[src/hw/rtl/ogq_pkg.sv]
// ----------------------------------------------------------------------------
// ogq_pkg: shared types and constants
// Widths, register codes, result codes and the item record that the front
// end hands to the back end of the occupancy grid point query block.
// ----------------------------------------------------------------------------
`timescale 1ns / 1ps
`default_nettype none

package ogq_pkg;

  localparam int unsigned MAP_CELLS_DEF  = 1048576;
  localparam int unsigned ADDR_W         = 20;
  localparam int unsigned VAL_W          = 8;
  localparam int unsigned COORD_W        = 32;
  localparam int unsigned SCALE_W        = 32;
  localparam int unsigned LEVEL_W        = 17;
  localparam int unsigned SIDE_W         = 11;
  localparam int unsigned CELL_IDX_W     = 25;  // holds any cell count up to 2^24
  localparam int unsigned PADDR_W        = 5;
  localparam int unsigned PDATA_W        = 32;
  localparam int unsigned QUEUE_DEPTH    = 4;
  localparam int unsigned RESULT_LATENCY = 10;

  typedef enum logic [2:0] {
    REG_ORIGIN_X        = 3'd0,
    REG_ORIGIN_Y        = 3'd1,
    REG_CELLS_PER_METER = 3'd2,
    REG_OCCUPIED_LEVEL  = 3'd3,
    REG_FREE_LEVEL      = 3'd4,
    REG_INVERT_SHADING  = 3'd5,
    REG_MAP_WIDTH       = 3'd6,
    REG_MAP_HEIGHT      = 3'd7
  } reg_idx_t;

  typedef enum logic {
    OP_LOAD  = 1'b0,
    OP_QUERY = 1'b1
  } opcode_t;

  typedef enum logic [1:0] {
    CLS_FREE     = 2'd0,
    CLS_OCCUPIED = 2'd1,
    CLS_UNKNOWN  = 2'd2
  } occ_class_t;

  typedef struct packed {
    logic [COORD_W-1:0] org_x;
    logic [COORD_W-1:0] org_y;
    logic [SCALE_W-1:0] cells_per_meter;
    logic [LEVEL_W-1:0] occupied_level;
    logic [LEVEL_W-1:0] free_level;
    logic               invert_shading;
    logic [SIDE_W-1:0]  map_width;
    logic [SIDE_W-1:0]  map_height;
  } cfg_t;

  localparam cfg_t CFG_RESET = '{
    org_x:           32'd0,
    org_y:           32'd0,
    cells_per_meter: 32'd65536,
    occupied_level:  17'd42598,
    free_level:      17'd12780,
    invert_shading:  1'b0,
    map_width:       11'd1024,
    map_height:      11'd1024
  };

  // One item as the back end sees it: a store write or a cell read.
  typedef struct packed {
    logic                  is_load;
    logic                  in_map;
    logic [CELL_IDX_W-1:0] loc;
    logic [VAL_W-1:0]      value;
  } map_op_t;

endpackage

`default_nettype wire

[src/hw/rtl/ogq_queue.sv]
// ----------------------------------------------------------------------------
// ogq_queue: front-to-back item queue
// Small FIFO between address pipeline and map store; the head is handed
// to the back end in every cycle that the queue is not empty.
// ----------------------------------------------------------------------------
`timescale 1ns / 1ps
`default_nettype none

module ogq_queue (
  input  logic              clk,
  input  logic              rst,
  input  logic              push,
  input  ogq_pkg::map_op_t  push_op,
  output logic              full,
  output logic              head_valid,
  output ogq_pkg::map_op_t  head_op
);
  import ogq_pkg::*;

  localparam int unsigned PTR_W = $clog2(QUEUE_DEPTH);

  map_op_t          slots [QUEUE_DEPTH];
  logic [PTR_W-1:0] wr_ptr, rd_ptr;
  logic [PTR_W:0]   count;
  logic             pop;

  assign pop        = (count != '0);
  assign head_valid = pop;
  assign head_op    = slots[rd_ptr];
  assign full       = (count == (PTR_W + 1)'(QUEUE_DEPTH));

  always_ff @(posedge clk) begin
    if (rst) begin
      wr_ptr <= '0;
      rd_ptr <= '0;
      count  <= '0;
    end else begin
      if (push) begin
        wr_ptr <= wr_ptr + 1'b1;
      end
      if (pop) begin
        rd_ptr <= rd_ptr + 1'b1;
      end
      count <= count + (PTR_W + 1)'(push) - (PTR_W + 1)'(pop);
    end
  end

  always_ff @(posedge clk) begin
    if (push) begin
      slots[wr_ptr] <= push_op;
    end
  end

endmodule

`default_nettype wire

[config.mk]
export PLATFORM = sky130hd
export DESIGN_NAME = ogq_queue
export DESIGN_NICKNAME = d
export VERILOG_FILES = /design/src/hw/rtl/ogq_pkg.sv /design/src/hw/rtl/ogq_queue.sv
export SDC_FILE = /design/constraint.sdc
export NUM_CORES = 1
export LEC_CHECK = 0
export ABC_AREA = 1
export BUFFER_PORTS_ARGS = -buffer_cell sky130_fd_sc_hd__buf_2
export CAP_MARGIN = 40
export CORE_ASPECT_RATIO = 0.9
export CORE_MARGIN = 3
export CORE_UTILIZATION = 55
export CTS_BUF_LIST = sky130_fd_sc_hd__clkbuf_16
export DETAILED_ROUTE_END_ITERATION = 8
export PLACE_DENSITY = 0.74
export SLEW_MARGIN = 20
export SYNTH_ARGS = -nofsm -noshare
export SYNTH_HDL_FRONTEND = slang
export SYNTH_SLANG_ARGS = --single-unit
[constraint.sdc]
create_clock -name clk -period 1.8 [get_ports clk]
set_input_delay 0.09 -clock clk [delete_from_list [all_inputs] [get_ports clk]]
set_output_delay 0.09 -clock clk [all_outputs]
set_load 0.02 [all_outputs]
==> flow_metrics.env, run 1 <==
export IMPL_outcome="finished, final reports clean"
export IMPL_synth_distinct_cells=16
export IMPL_cts_made_buffers=17
export IMPL_hpwl_um=6470
export IMPL_drc=0
export IMPL_rsz0062_at_grt="no"
export IMPL_ys_seq_area_frac=0.730
export IMPL_setup_viol=0
export IMPL_period_needed_ps=1720
export IMPL_initial_core_util=0.576
export IMPL_syn_nets=516
export IMPL_tightest_slew_ps=227
export IMPL_fin_nets=636
export IMPL_clk_latency_ps=410
export IMPL_firstDrtPassIters=4
export IMPL_cts_root_buf="clkbuf_16"
export IMPL_cts_tree="done"
export IMPL_r2r_cells=8
export IMPL_area_delta_synth_final_pct=26.6
export IMPL_synth_area_top_cells="edfxtp_1, inv_1, nand2_1"
export IMPL_power_switching_mw=3.82
export IMPL_core_area_um2=10400
export IMPL_slew_violations=0
export IMPL_antenna_found_initial=0
export IMPL_maxCapViolCount=0
export IMPL_cp_max_fo=3
export IMPL_syn_area_per_cell_um2=12.7
export IMPL_synth_top_area_frac=0.700
export IMPL_whs_path_depth=3
export IMPL_fill_cells=673
export IMPL_relSlewSlack=0.849
export IMPL_arrival_ps=2070
export IMPL_grt_remaining_overflow=0
export IMPL_internal_power_mw=7.67
export IMPL_grt_pass1_wl_um=18000
export IMPL_vias=3754
export IMPL_post_route_util=0.729
export IMPL_switching_share=0.333
export IMPL_cp_start_kind="flop"
export IMPL_clockPowerShare=0.320
export IMPL_clk_pin_slew_ps=60
export IMPL_critPathMaxStageDelay_ps=520
export IMPL_syn_area_um2=6000
export IMPL_path_buf_inv=2
export IMPL_fin_setup_tns_ps=0
export IMPL_cp_end_kind="flop"
export IMPL_final_common_cell="edfxtp_1"
export IMPL_hold_viol=0
export IMPL_drt_iter0_drc=270
export IMPL_p_leak_nw=3.06
export IMPL_n_antenna_cell=0
export IMPL_die_area_um2=12200
export IMPL_grt_max_degree=45
export IMPL_portBuffers=74
export IMPL_ys_ff_latch=149
export IMPL_required_ps=2150
export IMPL_power_frac_comb=0.315
export IMPL_worstHoldPathType="input pin to flop"
export IMPL_wl_per_cell_um=15.3
export IMPL_rows=35
export IMPL_die_w_um=116
export IMPL_syn_inst=471
export IMPL_ir_worst_vdd_mv=1.23
export IMPL_ys_warn_count=0
export IMPL_critPathKind="flop to flop"
export IMPL_drive_gt1_frac=0.224
export IMPL_cp_cell_sequence="nor2_4, nand2_2, ha_1, inv_1, ha_1, fa_2, inv_1, nor2_1"
export IMPL_fin_skew_ps=10.8
export IMPL_ios=75
export IMPL_place_congestion=0.773
export IMPL_slowest_stage="fa_2"
export IMPL_synth_top_area_cell="edfxtp_1"
export IMPL_htreeDepth=4
export IMPL_period_share=0.955
export IMPL_wirelength_um=11200
export IMPL_die_y_um=105
export IMPL_grtUsageTotal=0.194
export IMPL_p_per_area_nw_per_um2=1510
export IMPL_path_depth=8
export IMPL_postRouteAntennaNets=0
export IMPL_viasPerCell=5.12
export IMPL_clock_sinks=149
export IMPL_timing_fmax_ghz=0.581
export IMPL_crit_family="adder cells"
export IMPL_grt_pass1_vias=3685
export IMPL_pwr_share_seq=0.365
export IMPL_mostFrequentLayoutCells="edfxtp_1, inv_1, nand2_1, buf_2, a21oi_1"
export IMPL_ctsLongestPathBuffers=2
[flip-flops by register name (all words and copies together), names as in the netlist, named ones only]
register and count:
slots 140, count 3, rd_ptr 2, wr_ptr 2
[synth_stat cells, drive strengths merged]
| cell | n |
|---|---|
| ha | 6 |
| a21oi | 41 |
| fa | 1 |
| inv | 87 |
| nand2 | 83 |
| nand3 | 3 |
| dfxtp | 9 |
| nor2 | 5 |
| o211ai | 35 |
| buf | 24 |
| o21ai | 37 |
| edfxtp | 140 |
[cell type report]
class | count | area [µm²] | area share
repair buffers | 125 | 956 | 0.126
inverters | 87 | 327 | 0.0430
clock buffers | 17 | 425 | 0.0560
multi-input cells | 211 | 1130 | 0.149
flip-flops and latches | 149 | 4400 | 0.578
well taps | 129 | 161 | 0.0212
clock inverters | 15 | 205 | 0.0270
[final timing paths]
kind                                start  slack (ps)         to
worst min-delay path                 push          60  wr_ptr[0]
worst max-delay path             count[0]          80   count[1]
worst max register to register   count[0]          80   count[1]
worst min register to register  rd_ptr[1]         520       flop
[power groups by stage]
stage	clock (mW)	combinational [mW]	sequential, mW
after detailed placement	0	3.42	4.30
after floorplan	0	2.57	4.13
after global routing	3.89	4.04	4.22
after CTS	3.74	3.57	4.21
final	3.68	3.62	4.19
after global placement	0	3.32	4.29
[logic make-up (layout without fill, tap and decap cells)]
family                   after synthesis  count (layout)  share of synthesized area
AO/OA/AOI/OAI                        113             113                      0.113
adder cells (fa/ha/maj)                7               7                     0.0158
buffers and inverters                111             244                     0.0834
flip-flops                           149             149                      0.730
AND/OR/NAND/NOR                       91              91                     0.0575
[metal layers]
layer	routed length (µm)	part of all wire	GRT usage	up-vias
met5	0	0	0	-
met4	113	0.010	0.0671	0
met3	593	0.053	0.0469	11
met2	5780	0.52	0.320	107
met1	4700	0.42	0.250	1774
li1	-	-	-	1862
[worst reg2reg max path, stage by stage (launching register included)]
cell     delay [ps]
dfxtp_4         350
nor2_4          110
nand2_2          70
ha_1            270
inv_1            40
ha_1            190
fa_2            520
inv_1            40
nor2_1           70
[metrics by stage]
stage                     std cells  setup WS [ps]  hold WS, ps  power (mW)  area, µm²
final                           733           80.1         56.4        11.5       7600
after global routing            733           3.74         54.3        12.1       7600
after CTS                       731           23.4         38.9        11.5       7570
after detailed placement        662           46.2          307        7.72       6570
after global placement          662            108          299        7.61       6570
after floorplan                 471           24.9          159        6.71       6010
[what timing repair did]
item,4_1_cts,5_1_grt
hold buffers,36,0
pin swaps,0,2
setup buffers,1,2
endpoints found under the hold margin,146,0
endpoints found under the setup margin,3,16
gates resized for setup,0,7
(Power assumes the default switching activity.)
==> run 2, diff against run 1 <==
CAP_MARGIN = 20   (was 40)
CORE_ASPECT_RATIO = default   (was 0.9)
==> flow_metrics.env, run 2 (synthesis results as in run 1) <==
export IMPL_clk_latency_ps=410
export IMPL_power_frac_comb=0.313
export IMPL_hold_viol=0
export IMPL_critPathKind="flop to flop"
export IMPL_internal_power_mw=7.65
export IMPL_postRouteAntennaNets=0
export IMPL_timing_fmax_ghz=0.581
export IMPL_vias=3811
export IMPL_portBuffers=74
export IMPL_die_area_um2=12200
export IMPL_hpwl_um=6660
export IMPL_ir_worst_vdd_mv=0.896
export IMPL_post_route_util=0.725
export IMPL_antenna_found_initial=0
export IMPL_critPathMaxStageDelay_ps=520
export IMPL_grt_remaining_overflow=0
export IMPL_htreeDepth=4
export IMPL_place_congestion=0.775
export IMPL_n_antenna_cell=0
export IMPL_clock_sinks=149
export IMPL_firstDrtPassIters=4
export IMPL_slew_violations=0
export IMPL_largest_register="slots"
export IMPL_core_area_um2=10500
export IMPL_cts_root_buf="clkbuf_16"
export IMPL_tightest_slew_ps=369
export IMPL_grt_pass1_vias=3837
export IMPL_drc=0
export IMPL_area_delta_synth_final_pct=26.4
export IMPL_p_per_area_nw_per_um2=1520
export IMPL_outcome="finished, final reports clean"
export IMPL_largest_reg_flops=140
export IMPL_slowest_stage="fa_2"
export IMPL_period_needed_ps=1720
export IMPL_relSlewSlack=0.754
export IMPL_fin_skew_ps=5.12
export IMPL_cp_cell_sequence="nor2_2, nand2_2, ha_1, inv_1, ha_1, fa_2, inv_1, nor2_1"
export IMPL_whs_ps=60.4
export IMPL_viasPerCell=5.14
export IMPL_cp_start_kind="flop"
export IMPL_period_share=0.956
export IMPL_p_leak_nw=3.05
export IMPL_cp_max_fo=3
export IMPL_drive_gt1_frac=0.223
export IMPL_maxCapViolCount=0
export IMPL_cts_tree="done"
export IMPL_final_common_cell="edfxtp_1"
export IMPL_crit_family="adder cells"
export IMPL_cts_made_buffers=17
export IMPL_grt_max_degree=45
export IMPL_ios=75
export IMPL_ctsLongestPathBuffers=2
export IMPL_mostFrequentLayoutCells="edfxtp_1, inv_1, nand2_1, buf_2, a21oi_1"
export IMPL_setup_viol=0
export IMPL_wl_per_cell_um=15.6
export IMPL_required_ps=2150
export IMPL_initial_core_util=0.574
export IMPL_pwr_share_seq=0.364
export IMPL_switching_share=0.335
export IMPL_top_regs="slots x140, count x3"
export IMPL_wirelength_um=11600
export IMPL_worstHoldPathType="input pin to flop"
export IMPL_grt_pass1_wl_um=18500
export IMPL_path_buf_inv=2
export IMPL_die_w_um=110
export IMPL_drt_iter0_drc=194
export IMPL_fin_nets=638
export IMPL_rows=37
export IMPL_clockPowerShare=0.323
export IMPL_die_y_um=110
export IMPL_finalPower_mw=11.5
export IMPL_power_switching_mw=3.85
export IMPL_cp_end_kind="flop"
export IMPL_arrival_ps=2070
export IMPL_clk_pin_slew_ps=60
export IMPL_grtUsageTotal=0.194
[run 2: cell types whose count changed in the layout (fill, tap and decap cells not counted), sizes merged]
cell / delta
clkinv: -3
inv: +1
buf: +2
clkinvlp: +2
[run 2: area by class of cell]
type / count / area [µm²]
sequential: 149 / 4390
fill: 692 / 2870
multi-input combinational: 211 / 1130
timing repair buffer: 127 / 946
clock buffer: 17 / 425
inverter: 87 / 327
clock inverter: 15 / 203
tap: 136 / 170
[run 2: final timing paths]
check | from | end | slack, ps | depth (start not counted)
max | count[0] | count[1] | 80 | 8
min reg2reg | rd_ptr[1] | flop | 520 | 2
min | push | wr_ptr[0] | 60 | 3
max reg2reg | count[0] | count[1] | 80 | 8
[run 2: metrics by stage]
stage | TNS [ps] | std cells | instance area, µm² | setup WS (ps)
floorplan | 0 | 471 | 6010 | 24.9
global placement | 0 | 670 | 6560 | 106
detailed placement | -2.56 | 670 | 6560 | -2.56
CTS | 0 | 739 | 7560 | 14.5
global route | -6.04 | 742 | 7590 | -6.04
finish | 0 | 742 | 7590 | 79.1
[run 2: power groups by stage]
stage / logic, mW / clock network, mW / registers, mW
global placement: 3.26 / 0 / 4.29
CTS: 3.53 / 3.77 / 4.21
finish: 3.59 / 3.72 / 4.18
floorplan: 2.57 / 0 / 4.13
global route: 3.95 / 3.92 / 4.20
detailed placement: 3.38 / 0 / 4.31
[run 2: worst register-to-register path, stage by stage (launching register included)]
cell and delay, ps:
dfxtp_1 330, nor2_2 130, nand2_2 80, ha_1 280
inv_1 40, ha_1 180, fa_2 520, inv_1 40
nor2_1 60
[run 2: what timing repair did]
action / 4_1_cts / 5_1_grt
resized for setup: 2 / 1
hold endpoints to repair: 146 / 0
pin swaps: 0 / 1
setup buffers: 1 / 3
hold buffers: 36 / 0
setup endpoints to repair: 5 / 6
[run 2: per-layer routing]
layer | routed length [µm] | global-route usage | vias up | part of all wire
met5 | 0 | 0 | - | 0
met3 | 582 | 0.0570 | 20 | 0.050
met1 | 4660 | 0.227 | 1816 | 0.40
met4 | 224 | 0.0870 | 0 | 0.019
li1 | - | - | 1869 | -
met2 | 6120 | 0.331 | 106 | 0.53
