<file path="config.mk">
export PLATFORM = sky130hd
export DESIGN_NAME = ogq_regs
export DESIGN_NICKNAME = d
export VERILOG_FILES = /design/src/hw/rtl/ogq_pkg.sv /design/src/hw/rtl/ogq_regs.sv
export SDC_FILE = /design/constraint.sdc
export NUM_CORES = 1
export LEC_CHECK = 0
export BUFFER_PORTS_ARGS = -buffer_cell sky130_fd_sc_hd__buf_2
export CELL_PAD_IN_SITES_DETAIL_PLACEMENT = 1
export CELL_PAD_IN_SITES_GLOBAL_PLACEMENT = 1
export CORE_ASPECT_RATIO = 0.7
export CORE_MARGIN = 4
export CORE_UTILIZATION = 38
export DETAILED_ROUTE_END_ITERATION = 8
export PLACE_DENSITY_LB_ADDON = 0.12
export SLEW_MARGIN = 20
export SYNTH_ARGS = -nofsm -noshare
export SYNTH_HDL_FRONTEND = slang
export SYNTH_SLANG_ARGS = --single-unit
</file>
<file path="constraint.sdc">
create_clock -name clk -period 3.9 [get_ports clk]
set_clock_uncertainty 0.05 [all_clocks]
set_input_delay 0.585 -clock clk [delete_from_list [all_inputs] [get_ports clk]]
set_output_delay 0.585 -clock clk [all_outputs]
set_load 0.01 [all_outputs]
</file>
<file path="src/hw/rtl/ogq_pkg.sv">
// ----------------------------------------------------------------------------
// ogq_pkg: shared types and constants
// Widths, register codes, result codes and the item record that the front
// end hands to the back end of the occupancy grid point query block.
// ----------------------------------------------------------------------------
`timescale 1ns / 1ps
`default_nettype none

package ogq_pkg;

  localparam int unsigned MAP_CELLS_DEF  = 1048576;
  localparam int unsigned ADDR_W         = 20;
  localparam int unsigned VAL_W          = 8;
  localparam int unsigned COORD_W        = 32;
  localparam int unsigned SCALE_W        = 32;
  localparam int unsigned LEVEL_W        = 17;
  localparam int unsigned SIDE_W         = 11;
  localparam int unsigned CELL_IDX_W     = 25;  // holds any cell count up to 2^24
  localparam int unsigned PADDR_W        = 5;
  localparam int unsigned PDATA_W        = 32;
  localparam int unsigned QUEUE_DEPTH    = 4;
  localparam int unsigned RESULT_LATENCY = 10;

  typedef enum logic [2:0] {
    REG_ORIGIN_X        = 3'd0,
    REG_ORIGIN_Y        = 3'd1,
    REG_CELLS_PER_METER = 3'd2,
    REG_OCCUPIED_LEVEL  = 3'd3,
    REG_FREE_LEVEL      = 3'd4,
    REG_INVERT_SHADING  = 3'd5,
    REG_MAP_WIDTH       = 3'd6,
    REG_MAP_HEIGHT      = 3'd7
  } reg_idx_t;

  typedef enum logic {
    OP_LOAD  = 1'b0,
    OP_QUERY = 1'b1
  } opcode_t;

  typedef enum logic [1:0] {
    CLS_FREE     = 2'd0,
    CLS_OCCUPIED = 2'd1,
    CLS_UNKNOWN  = 2'd2
  } occ_class_t;

  typedef struct packed {
    logic [COORD_W-1:0] org_x;
    logic [COORD_W-1:0] org_y;
    logic [SCALE_W-1:0] cells_per_meter;
    logic [LEVEL_W-1:0] occupied_level;
    logic [LEVEL_W-1:0] free_level;
    logic               invert_shading;
    logic [SIDE_W-1:0]  map_width;
    logic [SIDE_W-1:0]  map_height;
  } cfg_t;

  localparam cfg_t CFG_RESET = '{
    org_x:           32'd0,
    org_y:           32'd0,
    cells_per_meter: 32'd65536,
    occupied_level:  17'd42598,
    free_level:      17'd12780,
    invert_shading:  1'b0,
    map_width:       11'd1024,
    map_height:      11'd1024
  };

  // One item as the back end sees it: a store write or a cell read.
  typedef struct packed {
    logic                  is_load;
    logic                  in_map;
    logic [CELL_IDX_W-1:0] loc;
    logic [VAL_W-1:0]      value;
  } map_op_t;

endpackage

`default_nettype wire

</file>
<file path="src/hw/rtl/ogq_regs.sv">
// ----------------------------------------------------------------------------
// ogq_regs: configuration registers
// APB-style register file holding origin, scale, thresholds and map size.
// ----------------------------------------------------------------------------
`timescale 1ns / 1ps
`default_nettype none

module ogq_regs (
  input  logic                          clk,
  input  logic                          rst,
  input  logic                          psel,
  input  logic                          penable,
  input  logic                          pwrite,
  input  logic [ogq_pkg::PADDR_W-1:0]   paddr,
  input  logic [ogq_pkg::PDATA_W-1:0]   pwdata,
  output logic [ogq_pkg::PDATA_W-1:0]   prdata,
  output logic                          pready,
  output ogq_pkg::cfg_t                 cfg
);
  import ogq_pkg::*;

  logic     wr_en;
  reg_idx_t reg_idx;

  assign pready  = 1'b1;
  assign wr_en   = psel && penable && pwrite;
  assign reg_idx = reg_idx_t'(paddr[PADDR_W-1:2]);

  always_ff @(posedge clk) begin
    if (rst) begin
      cfg <= CFG_RESET;
    end else if (wr_en) begin
      case (reg_idx)
        REG_ORIGIN_X:        cfg.org_x           <= pwdata[COORD_W-1:0];
        REG_ORIGIN_Y:        cfg.org_y           <= pwdata[COORD_W-1:0];
        REG_CELLS_PER_METER: cfg.cells_per_meter <= pwdata[SCALE_W-1:0];
        REG_OCCUPIED_LEVEL:  cfg.occupied_level  <= pwdata[LEVEL_W-1:0];
        REG_FREE_LEVEL:      cfg.free_level      <= pwdata[LEVEL_W-1:0];
        REG_INVERT_SHADING:  cfg.invert_shading  <= pwdata[0];
        REG_MAP_WIDTH:       cfg.map_width       <= pwdata[SIDE_W-1:0];
        REG_MAP_HEIGHT:      cfg.map_height      <= pwdata[SIDE_W-1:0];
        default: ;
      endcase
    end
  end

  always_comb begin
    case (reg_idx)
      REG_ORIGIN_X:        prdata = PDATA_W'(cfg.org_x);
      REG_ORIGIN_Y:        prdata = PDATA_W'(cfg.org_y);
      REG_CELLS_PER_METER: prdata = PDATA_W'(cfg.cells_per_meter);
      REG_OCCUPIED_LEVEL:  prdata = PDATA_W'(cfg.occupied_level);
      REG_FREE_LEVEL:      prdata = PDATA_W'(cfg.free_level);
      REG_INVERT_SHADING:  prdata = PDATA_W'(cfg.invert_shading);
      REG_MAP_WIDTH:       prdata = PDATA_W'(cfg.map_width);
      REG_MAP_HEIGHT:      prdata = PDATA_W'(cfg.map_height);
      default:             prdata = '0;
    endcase
  end

endmodule

`default_nettype wire

</file>
==> results of run 1 <==
[cells in the mapped netlist, types with 4 or more instances]
cell      count  area [sq um]
a21oi_1     170           851
buf_2        34           170
buf_4         7          52.6
buf_6         4          45.0
clkbuf_1     26          97.6
dfxtp_1     153          3060
inv_1         8          30.0
mux2i_1      37           370
mux4_2        6           135
nand2_1     278          1040
nand2b_1      6          37.5
nand3_1       7          35.0
nor2_1       60           225
nor3_1       26           130
o211ai_1      7          52.6
o21ai_0       8          40.0
o221a_2       7          78.8
or2_2         4          25.0
[worst paths after layout]
path / cells past startpoint / slack, ns / endpoint
setup / recovery: 6 / 0.88 / prdata[9]
hold / removal: 3 / 0.36 / cfg[143]
setup reg to reg: 2 / 3.08 / cfg[128]
hold reg to reg: 2 / 0.42 / cfg[18]
[cell families after synthesis]
group                  Yosys count
other                            1
flip-flops                     153
AO/OA/AOI/OAI                  202
AND/OR/NAND/NOR                393
multiplexers                    43
buffers and inverters           81
[where the power goes]
| group | internal, mW | switching (mW) |
|---|---|---|
| logic | 0.0866 | 0.176 |
| registers | 1.57 | 0.0102 |
| clock network | 0.964 | 0.703 |
| total | 2.62 | 0.890 |
[layer usage]
metal | part of all wire | GRT usage | up-vias
met5 | 0.00068 | 0 | -
li1 | - | - | 3290
met4 | 0.0097 | 0.0618 | 4
met2 | 0.43 | 0.393 | 223
met1 | 0.49 | 0.388 | 3380
met3 | 0.072 | 0.0670 | 20
[metrics by stage]
step                area (sq um)  hold WS (ns)  setup WS (ns)
floorplan                   6690         0.440           1.62
global placement            7930         0.406          0.932
detailed placement          7930         0.410          0.890
CTS                         8520         0.353          0.913
global route                8520         0.361          0.803
finish                      8520         0.361          0.880
[worst min-delay path, cell delays in order]
cell and delay [ns]:
buf_2 0.11, nand2_1 0.05, a21oi_1 0.05
[layout make-up]
| type | count | area share |
|---|---|---|
| clock inverter | 13 | 0.0167 |
| timing repair buffer | 244 | 0.152 |
| inverter | 8 | 0.00353 |
| clock buffer | 19 | 0.0520 |
| tap | 231 | 0.0339 |
| sequential | 153 | 0.360 |
| multi-input combinational | 639 | 0.382 |
==> out/results.tsv, run 1 <==
stage	metric	value	unit
synth	number of synthesized flops with an enable pin	0	
cts	clock-pin slew on the worst setup and hold paths	0.06	ns
synth	compound-gate portion of the synthesized area	0.165	
hold_path	worst min path class	in -> reg	
critical_path	Most common cell on crit path	buf_2	
cts	Clock Tree Buf Depth	2	
finish	most frequent cells in the layout	nand2_1 (278), buf_2 (223), a21oi_1 (170)	
place	RD Place Congestion	0.861	
finish	commonest non-fill, non-tap cell in the layout	nand2_1	
die	initial core utilization	0.389	
synth	register area share after synthesis	0.458	
route	drt pass-1 iters	5	
cts	# clock sinks	153	
critical_path	Worst Setup Start Kind	input pin	
finish	fin util	0.495	
place	Buffers on Ports	224	
route	Vias per Instance	5.29	
power_and_ir_drop	total power draw	3.51	mW
critical_path	WP buf/inv	3	
critical_path	Max Fanout on Critical Path	23	
sta	Period minus WS final	3.02	ns
sta	setup tns final	0	ns
cts	post-cts resize count	0	
sta	Period Utilization, post-route	0.774	
synth	post-synthesis simple-gate area fraction	0.242	
finish	Multi-input gate area	3250	sq um
synth	Post-Syn Nets	915	
global_route	antenna violations before repair	2	
cts	clk_lat worst skew	0.43	ns
finish	max FFs per register	153	
power_and_ir_drop	maximum vdd ir drop	0.000253	V
power_and_ir_drop	Leakage	3.57	nW
global_route	Total Routing Usage GR	0.265	
finish	diodes inserted	0	
cts	CTS tree	yes	
synth	syn_area_per_cell	7.67	sq um
die	Die ar.	19800	sq um
sta	max-slew violations	0	
die	Cell Rows	40	
cts	hold_buf cts	0	
route	Routed WL	26600	um
route	vias	6917	
synth	Yosys Warn Count	0	
global_route	gr ovfl total	0	
synth	count of cell types in the netlist	33	
route	DR WL/cell	20.4	um
finish	Largest regs	cfg: 153 flops	
synth	FFs w/ async S/R, synth	0	
cts	CTS buffer count	17	
die	I/O pin cnt	228	
global_route	largest net degree at the start of global routing	97	
synth	Cell Area, Synth	6690	sq um
route	initial drt markers	544	
synth	multiplexer area fraction after synthesis	0.0755	
synth	Mapped Cells	873	
place	post-DP HPWL	18600	um
place	dpl cells	1275	
sta	final hold violation count	0	
synth	Post-Synth XOR/XNOR Area	0	
hold_path	Hold Startpoint	pwdata[22]	
critical_path	CP max stage cell	buf_2	
synth	FF+latch count, synth	153	
job	max cap viols	0	
power_and_ir_drop	pwr dens	413	nW/um^2
critical_path	Crit. Startpoint	paddr[3]	
critical_path	slowest stage delay, CP	0.53	ns
die	Die W	167	um
global_route	vias in the first global route	6852	
cts	Post CTS Setup Buffer Count	0	
critical_path	critical path's top delay family	buffers and inverters	
global_route	first-pass GRT wire length	41100	um
sta	worst slew pin tran	1.11	ns
synth	Main synth FF type	dfxtp_1	
critical_path	Crit Path Class	in -> out	
finish	Final Non-Filler Cells	1307	
sta	RSZ-0062 raised after global routing	no	
die	DIE HEIGHT	119	um
critical_path	Crit. End Element	output port	
finish	Biggest register	cfg	
critical_path	RR Startpoint	cfg[128]	
finish	final net count	1105	
status	status	finished, final reports clean	
finish	register area	3060	sq um
sta	Final Setup Violations	0	
finish	filler cell count	2196	
synth	adder-cell share of the synthesized area	0	
sta	maximum clock rate	331	MHz
critical_path	critical-path cell list	buf_2 > buf_12 > mux2i_1 > a21oi_1 > o221a_2 > buf_2	
synth	largest family of logic cells by synthesized area	simple AND/OR/NAND/NOR gates	
cts	H-tree Lvls	4	
sta	Slew headroom	0.258	
die	core area	17200	sq um
finish	share of cells above drive strength 1	0.279	
critical_path	crit path DAT	2.39	ns
route	DRT antenna net count	0	
cts	root buffer cell	clkbuf_16	
critical_path	critical path required time	3.26	ns
finish	synth-to-layout area growth	27.3	%
route	DR DRC count	0	
No activity file was read; power rests on OpenSTA's default activity.
==> run 2, diff against run 1 <==
Settings changed: ABC_AREA from default to 1, CORE_UTILIZATION 38 to 35.
Clock period 3.9 ns to 3.1 ns, I/O delays scaled along.
==> run 2 against run 1 <==
  * Wire length rose by 4.9%
  * Sequential share of layout area fell by 0.40 points
  * Via count rose by 7.8%
  * Critical path type unchanged
  * Critical path depth rose by 3
  * Synthesized cell count rose by 12%
  * First-iteration DRC count rose by 4.8%
  * Largest power group unchanged
  * Flip-flop and latch count did not move
  * Worst hold slack got worse by 0.11 ns
  * Clock power rose by 26%
  * Final cell count rose by 11%
==> out/results.tsv, run 2 <==
stage	metric	value	unit	change
die	DIE HEIGHT	124	um	was 119 um
sta	Worst Hold Slack	0.247	ns	was 0.361 ns
critical_path	Crit. End Element	output port		unchanged
die	Die W	174	um	was 167 um
sta	Final Setup Violations	0		unchanged
synth	count leader, synth	nor2_1		was nand2_1
cts	H-tree Lvls	4		unchanged
sta	RSZ-0062 raised after global routing	no		unchanged
die	I/O pin cnt	228		unchanged
global_route	vias in the first global route	7263		was 6852
finish	share of cells above drive strength 1	0.246		was 0.279
route	DR DRC count	0		unchanged
synth	top cell type's share of synthesized area	0.452		was 0.458
critical_path	Worst Setup Start Kind	input pin		unchanged
cts	CTS buffer count	17		unchanged
synth	number of synthesized flops with an enable pin	0		unchanged
sta	max-slew violations	0		unchanged
die	initial core utilization	0.357		was 0.389
critical_path	Max Fanout on Critical Path	18		was 23
synth	count of cell types in the netlist	27		was 33
synth	register area share after synthesis	0.452		was 0.458
route	initial drt markers	570		was 544
global_route	first-pass GRT wire length	43100	um	was 41100 um
route	DRT antenna net count	0		unchanged
finish	commonest non-fill, non-tap cell in the layout	nor2_1		was nand2_1
die	Die ar.	21700	sq um	was 19800 sq um
cts	hold_buf cts	0		unchanged
cts	CTS tree	yes		unchanged
critical_path	critical path required time	2.58	ns	was 3.26 ns
critical_path	FF-to-FF setup slack	2.35	ns	was 3.08 ns
critical_path	crit path DAT	2.08	ns	was 2.39 ns
global_route	antenna violations before repair	0		was 2
sta	Period Utilization, post-route	0.837		
route	DR WL/cell	19.3	um	was 20.4 um
hold_path	Hold Crit Depth	3		unchanged
route	drt pass-1 iters	5		unchanged
finish	synth-to-layout area growth	27.0	%	was 27.3%
critical_path	cell count of the worst reg-to-reg path	2		unchanged
sta	maximum clock rate	385	MHz	
die	Cell Rows	42		was 40
synth	FF+latch count, synth	153		unchanged
cts	clk_lat worst skew	0.43	ns	about the same
global_route	largest net degree at the start of global routing	104		was 97
sta	Slew headroom	0.391		was 0.258
critical_path	Crit Path Class	in -> out		unchanged
sta	Period minus WS final	2.60	ns	
cts	# clock sinks	153		unchanged
place	RD Place Congestion	0.828		was 0.861
finish	Largest regs	cfg: 153 flops		unchanged
hold_path	Hold Startpoint	pwdata[20]		was pwdata[22]
power_and_ir_drop	maximum vdd ir drop	0.000307	V	was 0.000253 V
synth	Cell Area, Synth	6780	sq um	was 6690 sq um
place	DP Worst Slack	0.530	ns	was 0.890 ns
sta	Worst Setup Slack, final	0.504	ns	was 0.880 ns
finish	final net count	1210		was 1105
synth	Post-Syn Nets	1022		was 915
hold_path	worst min path class	in -> reg		unchanged
global_route	gr ovfl total	0		unchanged
power_and_ir_drop	Leakage	4.33	nW	was 3.57 nW
finish	most frequent cells in the layout	nor2_1 (250), buf_2 (224), nand2_1 (167)		was nand2_1 (278), buf_2 (223), a21oi_1 (170)
route	Routed WL	27900	um	was 26600 um
synth	syn_area_per_cell	6.92	sq um	was 7.67 sq um
route	vias	7459		was 6917
cts	post-cts resize count	0		unchanged
synth	Synth area leaders	dfxtp_1 (45%), nor2_1 (14%), nand2_1 (9.2%), o21ai_0 (8.7%), nor3_1 (4.8%)		was dfxtp_1 (46%), nand2_1 (16%), a21oi_1 (13%), mux2i_1 (5.5%), nor2_1 (3.4%)
sta	final hold violation count	0		unchanged
finish	Biggest register	cfg		unchanged
finish	max FFs per register	153		unchanged
synth	Main synth FF type	dfxtp_1		unchanged
die	core area	19000	sq um	was 17200 sq um
cts	root buffer cell	clkbuf_16		unchanged
critical_path	Crit. Startpoint	paddr[3]		unchanged
route	Vias per Instance	5.16		was 5.29
synth	Mapped Cells	980		was 873
synth	area leader, netlist	dfxtp_1		unchanged
synth	FFs w/ async S/R, synth	0		unchanged
place	post-DP HPWL	18800	um	was 18600 um
power_and_ir_drop	pwr dens	517	nW/um^2	was 413 nW/um^2
critical_path	worst flop-to-flop path endpoint	cfg[134]		was cfg[128]
status	status	finished, final reports clean		unchanged
cts	clock-pin slew on the worst setup and hold paths	0.07	ns	was 0.06 ns
global_route	Total Routing Usage GR	0.253		was 0.265
synth	Yosys Warn Count	0		unchanged
hold_path	Hold Path End	cfg[77]		was cfg[143]
sta	setup tns final	0	ns	unchanged
synth	most frequent cells after synthesis	nor2_1 (250), nand2_1 (167), dfxtp_1 (153), o21ai_0 (118), nor3_1 (65)		was nand2_1 (278), a21oi_1 (170), dfxtp_1 (153), nor2_1 (60), mux2i_1 (37)
sta	worst slew pin tran	0.911	ns	was 1.11 ns
cts	Clock Tree Buf Depth	2		unchanged
place	Buffers on Ports	224		unchanged
cts	Post CTS Setup Buffer Count	0		unchanged
critical_path	RR Startpoint	cfg[134]		was cfg[128]
job	max cap viols	0		unchanged
run 2: per-stage QoR:
stage / total power [mW] / util / cells / area (sq um)
floorplan: 2.23 / - / 980 / 6780
global placement: 2.39 / 0.423 / 1413 / 8030
detailed placement: 2.39 / 0.423 / 1413 / 8030
CTS: 4.49 / 0.454 / 1445 / 8610
global route: 4.61 / 0.454 / 1445 / 8610
finish: 4.45 / 0.454 / 1446 / 8610
run 2: layout make-up:
type,count,area (sq um)
Clock inverter,13,141
Sequential cell,153,3060
Antenna cell,1,2.50
Clock buffer,19,443
Multi-Input combinational cell,715,3200
Fill cell,2517,10400
Inverter,41,163
Tap cell,264,330
Timing Repair Buffer,240,1270
run 2: how the worst max path moves through the flow:
stage                             to  slack (ns)  cells past startpoint
after floorplan           prdata[11]        1.27                      7
after global placement     prdata[6]        0.56                      9
after detailed placement   prdata[6]        0.53                      9
after CTS                  prdata[6]        0.54                      9
after global routing       prdata[6]        0.40                      9
final                      prdata[3]        0.50                      9
run 2: kinds of logic after synthesis:
group,after synthesis,share of synthesized area
simple gates,578,0.371
flops,153,0.452
other cells,1,0.000553
buf+inv,112,0.0757
compound gates,136,0.101
run 2: metal layers:
metal | part of all wire | up-vias | track usage
met3 | 0.062 | 21 | 0.0549
met5 | 0 | - | 0
met4 | 0.0096 | 0 | 0.0493
li1 | - | 3573 | -
met1 | 0.53 | 3658 | 0.399
met2 | 0.40 | 207 | 0.351
run 2: critical path: stages:
cell,delay [ns]
buf_2,0.42
nand2_4,0.10
nor2_1,0.32
buf_4,0.23
nand2_1,0.06
nand2_1,0.19
nor2_1,0.07
nand3_1,0.09
buf_2,0.13
run 2: power by group:
part           internal, mW  leakage (nW)  switching [mW]
sequential             1.99          1.24          0.0207
combinational        0.0918          2.81           0.243
clock                  1.21         0.281           0.891
total                  3.30          4.33            1.15
